## config.mk

```make
export PLATFORM = sky130hd
export DESIGN_NAME = tzc_curve_build
export DESIGN_NICKNAME = d
export VERILOG_FILES = /design/src/hdl/tzc_pkg.sv /design/src/hdl/tzc_curve_build.sv
export SDC_FILE = /design/constraint.sdc
export NUM_CORES = 1
export LEC_CHECK = 0
export BUFFER_PORTS_ARGS = -buffer_cell sky130_fd_sc_hd__buf_2
export CORE_UTILIZATION = 48
export DETAILED_ROUTE_END_ITERATION = 7
export SETUP_SLACK_MARGIN = 0.3
export SYNTH_ARGS = -nofsm -noshare
export SYNTH_HDL_FRONTEND = slang
export SYNTH_SLANG_ARGS = --single-unit
```

## constraint.sdc

```tcl
create_clock -name i_clk -period 9.2 [get_ports i_clk]
set_input_delay 0.92 -clock i_clk [delete_from_list [all_inputs] [get_ports i_clk]]
set_output_delay 0.92 -clock i_clk [all_outputs]
set_load 0.01 [all_outputs]
```

## src/hdl/tzc_pkg.sv

```systemverilog
// shared types and constants of the four-zone tone curve core
package tzc_pkg;

    localparam int VAL_W     = 8;
    localparam int GAIN_W    = 8;
    localparam int NUM_REGS  = 4;
    localparam int LUT_DEPTH = 256;
    localparam int IDX_W     = 3;

    // floor division by the zone scale through a reciprocal, corrected afterwards
    localparam logic [14:0] DIVISOR   = 15'd25500;
    localparam logic [17:0] RECIP_M   = 18'd168431;
    localparam logic [7:0]  ZONE_SPAN = 8'd255;

    typedef enum logic [IDX_W-1:0] {
        REG_SHADOW    = 3'd0,
        REG_DARK      = 3'd1,
        REG_LIGHT     = 3'd2,
        REG_HIGHLIGHT = 3'd3
    } t_reg_idx;

    typedef logic signed [GAIN_W-1:0] t_gain;
    typedef t_gain t_gain_arr [NUM_REGS];

    typedef struct packed {
        logic             we;
        logic [VAL_W-1:0] addr;
        logic [VAL_W-1:0] data;
    } t_lut_wr;

endpackage

```

## src/hdl/tzc_curve_build.sv

```systemverilog
// pipelined sweep that computes the tone curve table from the zone gains
module tzc_curve_build (
    input  logic               i_clk,
    input  logic               i_rst_n,
    input  logic               i_start,
    input  tzc_pkg::t_gain_arr i_gain,
    output tzc_pkg::t_lut_wr   o_wr,
    output logic               o_busy
);
    import tzc_pkg::*;

    logic                     r_run;
    logic [VAL_W-1:0]         r_cnt;

    logic                     r_v1, r_v2, r_v3, r_v4;
    logic [VAL_W-1:0]         r_i1, r_i2, r_i3, r_i4;
    logic [13:0]              r_p1;
    logic signed [GAIN_W-1:0] r_g1;
    logic signed [21:0]       r_n2;
    logic signed [21:0]       r_n3;
    logic signed [7:0]        r_q3;
    logic signed [7:0]        r_q4;
    logic signed [17:0]       r_rem4;

    logic [1:0]               n_zone;
    logic [9:0]               n_u_ext;
    logic [VAL_W-1:0]         n_u;
    logic [VAL_W-1:0]         n_w;
    logic [15:0]              n_p;
    logic signed [22:0]       n_num;
    logic signed [40:0]       n_prod;
    logic signed [22:0]       n_qd;
    logic signed [22:0]       n_rem;
    logic signed [8:0]        n_q;
    logic signed [9:0]        n_val;
    logic [VAL_W-1:0]         n_out;

    // zone offset and parabola base
    always_comb begin
        n_zone  = r_cnt[VAL_W-1:VAL_W-2];
        n_u_ext = {r_cnt, 2'b00} - (10'(n_zone) * 10'(ZONE_SPAN));
        n_u     = n_u_ext[VAL_W-1:0];
        n_w     = ZONE_SPAN - n_u;
        n_p     = 16'(n_u) * 16'(n_w);
    end

    assign n_num  = r_g1 * $signed({1'b0, r_p1});
    assign n_prod = r_n2 * $signed({1'b0, RECIP_M});
    assign n_qd   = r_q3 * $signed({1'b0, DIVISOR});
    assign n_rem  = {r_n3[21], r_n3} - n_qd;

    // quotient correction, add and saturate
    always_comb begin
        priority if (r_rem4 < 18'sd0) begin
            n_q = {r_q4[7], r_q4} - 9'sd1;
        end else if (r_rem4 >= $signed({3'b000, DIVISOR})) begin
            n_q = {r_q4[7], r_q4} + 9'sd1;
        end else begin
            n_q = {r_q4[7], r_q4};
        end
        n_val = $signed({2'b00, r_i4}) + {n_q[8], n_q};
        priority if (n_val < 10'sd0) begin
            n_out = '0;
        end else if (n_val > 10'sd255) begin
            n_out = '1;
        end else begin
            n_out = n_val[VAL_W-1:0];
        end
    end

    always_ff @(posedge i_clk) begin
        if (!i_rst_n) begin
            r_run <= 1'b1;
            r_cnt <= '0;
            r_v1  <= 1'b0;
            r_v2  <= 1'b0;
            r_v3  <= 1'b0;
            r_v4  <= 1'b0;
        end else begin
            if (i_start) begin
                r_run <= 1'b1;
                r_cnt <= '0;
            end else if (r_run) begin
                r_cnt <= r_cnt + 1'b1;
                if (r_cnt == VAL_W'(LUT_DEPTH - 1)) begin
                    r_run <= 1'b0;
                end
            end
            r_v1 <= r_run;
            r_v2 <= r_v1;
            r_v3 <= r_v2;
            r_v4 <= r_v3;
        end
        r_i1   <= r_cnt;
        r_p1   <= n_p[13:0];
        r_g1   <= i_gain[n_zone];
        r_i2   <= r_i1;
        r_n2   <= n_num[21:0];
        r_i3   <= r_i2;
        r_n3   <= r_n2;
        r_q3   <= n_prod[39:32];
        r_i4   <= r_i3;
        r_q4   <= r_q3;
        r_rem4 <= n_rem[17:0];
    end

    assign o_wr.we   = r_v4;
    assign o_wr.addr = r_i4;
    assign o_wr.data = n_out;
    assign o_busy    = r_run | r_v1 | r_v2 | r_v3 | r_v4;

endmodule

```

=== Yosys cells after proc, flatten, opt, wreduce, memory -nomap -nowiden ===
Cells that the tools add are included.

* Mux-type cells: 9
* Equal/unequal tests: 1
* Multiply operators: 5
* Order comparisons: 5
* Add/subtract/negate cells: 7
* Bitwise operators: 6
* Reduce and logical (&&, ||, !) cells: 1

{| class="wikitable"
|+ Operators with widths
! operator !! count
|-
| multiplier 22 x 19 -> 40 bit, second input constant || 1
|-
| two-way mux 8 bit || 4
|-
| multiplier 8 x 15 -> 22 bit || 1
|-
| >= comparator 18 x 16 -> 1 bit, second input constant || 1
|-
| < comparator 18 x 1 -> 1 bit, second input constant || 1
|-
| two-way mux 9 bit || 2
|-
| subtractor 18 bit || 1
|-
| binary-select mux 8 bit (select 2 bit) || 1
|-
| multiplier 8 x 14 -> 16 bit, second input constant || 1
|-
| multiplier 8 x 8 -> 14 bit || 1
|-
| adder 9 x 9 -> 10 bit || 1
|-
| greater-than comparator 10 x 9 -> 1 bit, second input constant || 1
|-
| < comparator 10 x 1 -> 1 bit, second input constant || 1
|-
| adder 8 x 2 -> 9 bit, second input constant || 1
|-
| subtractor 8 x 2 -> 9 bit, second input constant || 1
|-
| adder 8 x 1 -> 8 bit, second input constant || 1
|-
| == test 8 bit, second input constant || 1
|-
| multiplier 2 x 8 -> 8 bit, second input constant || 1
|-
| subtractor 8 bit || 1
|-
| subtractor 8 bit, first input constant || 1
|-
| OR 1 bit || 4
|-
| >= comparator 3 bit, second input constant || 1
|-
| inverter 2 -> 3 bit || 1
|-
| two-way mux 1 bit || 2
|-
| other kinds (2) || 2
|}

* Register bits after elaboration: 141
* Logic and storage cells: 51
* Bits of input ports: 35

=== Longest topological paths before layout ===
* Depth in word-level cells: 7
* Gate-level depth with buffers: 27
* Depth with buffers taken out: 25

=== Worst setup path after synthesis ===
Ideal clock, no wire load.

* Path kind: reg2reg
* Start point: reg r_cnt[6]
* End point: reg r_p1[13]
* Setup slack: 2,084 ps
* Path buffers: 2
* Stages on the path, launching flop included: 28
* Arrival time: 6,993 ps
* Library setup time: 122 ps
* Cell sequence: dfxtp_1 clkbuf_1 buf_1 clkinv_1 fa_1 ha_1 a21oi_1 nor2_1 nor2_1 o21bai_1 a21oi_1 xnor2_1 nand2_1 fa_1 fa_1 inv_1 fa_1 inv_1 fa_1 inv_1 ha_1 inv_1 o21bai_1 a21oi_1 o21bai_1 a21oi_1 o21ai_0 xnor2_1

* Cells in the longest elaborated chain, start to end: 4

{| class="wikitable"
|+ Ends and longest elaborated chain
! element !! RTL line !! text
|-
| start: declaration || tzc_curve_build.sv:13 || <nowiki>logic [VAL_W-1:0] r_cnt;</nowiki>
|-
| start signal: assignment || tzc_curve_build.sv:84 || <nowiki>r_cnt <= r_cnt + 1'b1;</nowiki>
|-
| multiplier 2 x 8 -> 8 bit * || tzc_curve_build.sv:41 || <nowiki>n_u_ext = {r_cnt, 2'b00} - (10'(n_zone) * 10'(ZONE_SPAN));</nowiki>
|-
| subtractor 8 bit * || tzc_curve_build.sv:41 ||
|-
| subtractor 8 bit || tzc_curve_build.sv:43 || <nowiki>n_w = ZONE_SPAN - n_u;</nowiki>
|-
| multiplier 8 x 8 -> 14 bit * || tzc_curve_build.sv:44 || <nowiki>n_p = 16'(n_u) * 16'(n_w);</nowiki>
|-
| via n_p[13] || tzc_curve_build.sv:29 || <nowiki>logic [15:0] n_p;</nowiki>
|-
| end signal: assignment || tzc_curve_build.sv:95 || <nowiki>r_p1 <= n_p[13:0];</nowiki>
|-
| end: declaration || tzc_curve_build.sv:17 || <nowiki>logic [13:0] r_p1;</nowiki>
|}

The timed path passes the listed nets; every way through them passes the cells marked *.
A chain may end at the register's enable or synchronous reset.

=== Worst setup path in the final report ===
Ends and elaborated chain as after synthesis.

==> reports/qor.yml <==
insertion_delay_ns: 0.45
multiInputGateArea_um2: 13800
ff_latch_area_um2: 2700
syn-cell-area_um2: 18500
drive_gt1_frac: 0.0592
die_w_um: 199
chipHeight_um: 199
drt_iter0_drc: 397
tightest_slew_ns: 0.956
cts_made_buffers: 17
grt_use_total: 0.200
required_ns: 9.53
ant_nets: 0
num_antenna_cells: 0
vias: 11900
ys_warn_count: 0
port_buffers: 52
fmax_ghz: 0.141
io_pins: 53
clock-sinks: 135
skew_ns: 0.00691
coreArea_um2: 37800
r2r_end: "r_p1[13]$_DFF_P_"
drc: 0
antenna_found_initial: 0
fill_cells: 3492
cts.htree.levels: 4
fin_area_um2: 20000
ctsLongestPathBuffers: 2
finalSetupViolCount: 0
slew_violations: 0
detail_route.wl_per_cell_um: 14.4
syn-num-nets: 2537
die_area_um2: 39400
layout_min_cycle_time_ns: 7.09
ys_seq_area_frac: 0.146
synth-edff-count: 0
r2r_cells: 26
hold_path_class: "flip-flop to flip-flop"
slew-limit-headroom: 0.363
rsz0062_at_grt: "false"
dp_hpwl_um: 30200
critPathLaunchType: "flip-flop"
status: "finished, final reports clean"
whs_path_depth: 0
rrSetupSlack_ns: 2.11
vias_per_cell: 4.82
synth_ff_type: "dfxtp_1"
finalHoldViolCount: 0
clkSlewWorstSetupHoldPaths_ns: 0.07
fp-row-count: 71
syn_to_final_growth_pct: 7.89
yosys_register_bits: 135
drv_cap: 0
grt_max_degree: 35
syn_inst: 1892
start_util: 0.490
end_kind: "flip-flop"
firstDrtPassIters: 4
cts_hold_buf: 0
synth.distinct_cells: 71
tritoncts: "yes"
startpoint: "r_cnt[6]$_SDFFE_PP0P_"
grt-ovfl-total: 0
r2r_start: "r_cnt[6]$_SDFFE_PP0P_"
totalWireLength_um: 35600
critPathMaxFanout: 20
cp-endpoint: "r_p1[13]$_DFF_P_"
cts_setup_buffers: 0
fin_tns_setup_ns: 0
post_dp_cell_area_um2: 19400
fin_nets: 2591
synthArstFlopShare: 0
cts-root-buf: "clkbuf_16"
whs_ns: 0.325
grt_pass1_wl_um: 61600
syn_area_per_cell_um2: 9.80
post-route-period-util: 0.770
cp.arrival_ns: 7.41
crit_type: "flip-flop to flip-flop"
gp_congestion: 0.843
grt_pass1_vias: 12700
cts_resized: 0
-- per-layer routing --
metal	wire, um	GRT usage	up-vias
li1	-	-	5897
met1	16700	0.265	5835
met2	17200	0.339	128
met3	1120	0.0341	35
met4	587	0.0510	0
met5	0	0	-
-- cell usage in the layout, fill, tap and decap left out, drive strengths merged, types with 3 or more instances in the layout --
master    n
a21o     17
o211ai    4
nor2     94
nor3b     3
or3       4
o21bai   15
a22oi     3
a21boi    5
and2     74
ha      310
nor2b     9
nand2b   14
or2       4
a31oi     6
o31ai     3
clkbuf   17
nand2    70
a211oi    4
nand3    12
nor3     13
mux4      8
nand4     8
buf      53
a21oi    58
clkinv    5
dfxtp   135
xnor2    73
xor2     30
o21ai    26
mux2i     4
o21a      9
nand3b    3
fa      300
inv     530
and3      7
-- registers in the layout, summed over array words and instances, names as in the netlist, 8 cells and up --
| register | cells |
|---|---|
| r_cnt | 8 |
| r_g1 | 8 |
| r_i1 | 8 |
| r_i2 | 8 |
| r_i3 | 8 |
| r_i4 | 8 |
| r_n2 | 21 |
| r_n3 | 16 |
| r_p1 | 13 |
| r_q3 | 8 |
| r_q4 | 8 |
| r_rem4 | 16 |
-- critical path, stage by stage, from the launching register on --
cell      delay (ns)
dfxtp_1         0.31
buf_4           0.32
clkinv_1        0.55
fa_1            0.63
ha_1            0.33
inv_1           0.06
nor2_1          0.10
nor2_1          0.07
o21bai_1        0.13
a21oi_1         0.09
xnor2_1         0.66
nand2_1         0.18
fa_1            0.54
fa_1            0.55
inv_1           0.05
fa_1            0.52
inv_1           0.05
fa_1            0.52
inv_1           0.04
ha_1            0.32
inv_1           0.06
o21bai_1        0.07
a21oi_1         0.23
o21bai_1        0.09
a21oi_1         0.20
o21ai_0         0.14
xnor2_1         0.14
-- cell type report --
| cell class | instances | area share |
|---|---|---|
| Clock buffer | 17 | 0.0213 |
| Inverter | 522 | 0.0979 |
| Clock inverter | 15 | 0.0101 |
| Timing Repair Buffer | 53 | 0.0134 |
| Tap cell | 511 | 0.0320 |
| Multi-Input combinational cell | 1217 | 0.690 |
| Sequential cell | 135 | 0.135 |
-- worst min path at each step --
stage	startpoint	end
after floorplan	r_i1[0]$_DFF_P_	r_i2[0]$_DFF_P_
after global placement	r_i2[5]$_DFF_P_	r_i3[5]$_DFF_P_
after detailed placement	r_i1[0]$_DFF_P_	r_i2[0]$_DFF_P_
after CTS	r_i3[4]$_DFF_P_	r_i4[4]$_DFF_P_
after global routing	r_i1[6]$_DFF_P_	r_i2[6]$_DFF_P_
final	r_i3[4]$_DFF_P_	r_i4[4]$_DFF_P_
-- kinds of logic after synthesis --
kind of cell               count (synthesis)  synth area share
adders and majority gates                611             0.534
buffers and inverters                    540             0.110
and+or+nand+nor                          322            0.0870
AOI/OAI and AO/OA                        168            0.0619
DFF                                      135             0.146
xor gates and xnor gates                 104            0.0503
muxes                                     12            0.0119
-- Yosys cell counts (all sizes together), types with 8 or more instances --
library cell,count,share of area
nor3,13,0.0035
nor2b,9,0.0030
o21bai,15,0.0063
nand2b,14,0.0047
xnor2,73,0.034
fa,300,0.32
nand2,70,0.014
nand3,12,0.0032
and2,74,0.025
inv,521,0.11
a21oi,58,0.016
o21ai,26,0.0072
ha,310,0.21
xor2,30,0.015
o21a,9,0.0037
mux4,8,0.0097
nand4,8,0.0030
dfxtp,135,0.15
a21o,17,0.0069
nor2,94,0.019
clkbuf,14,0.0028
-- per-stage QoR --
| stage | worst slack (ns) | cells | utilization |
|---|---|---|---|
| 4_1_cts | 2.00 | 2470 | 0.529 |
| 3_3_place_gp | 2.14 | 2438 | 0.512 |
| 2_1_floorplan | 2.08 | 1892 | - |
| 5_1_grt | 1.47 | 2470 | 0.529 |
| 6_report | 2.11 | 2470 | 0.529 |
| 3_5_place_dp | 2.02 | 2438 | 0.512 |
Power is left out: the tool's default activity adds up to more than one toggle a clock period on the data nets, which glitch-free logic cannot reach.
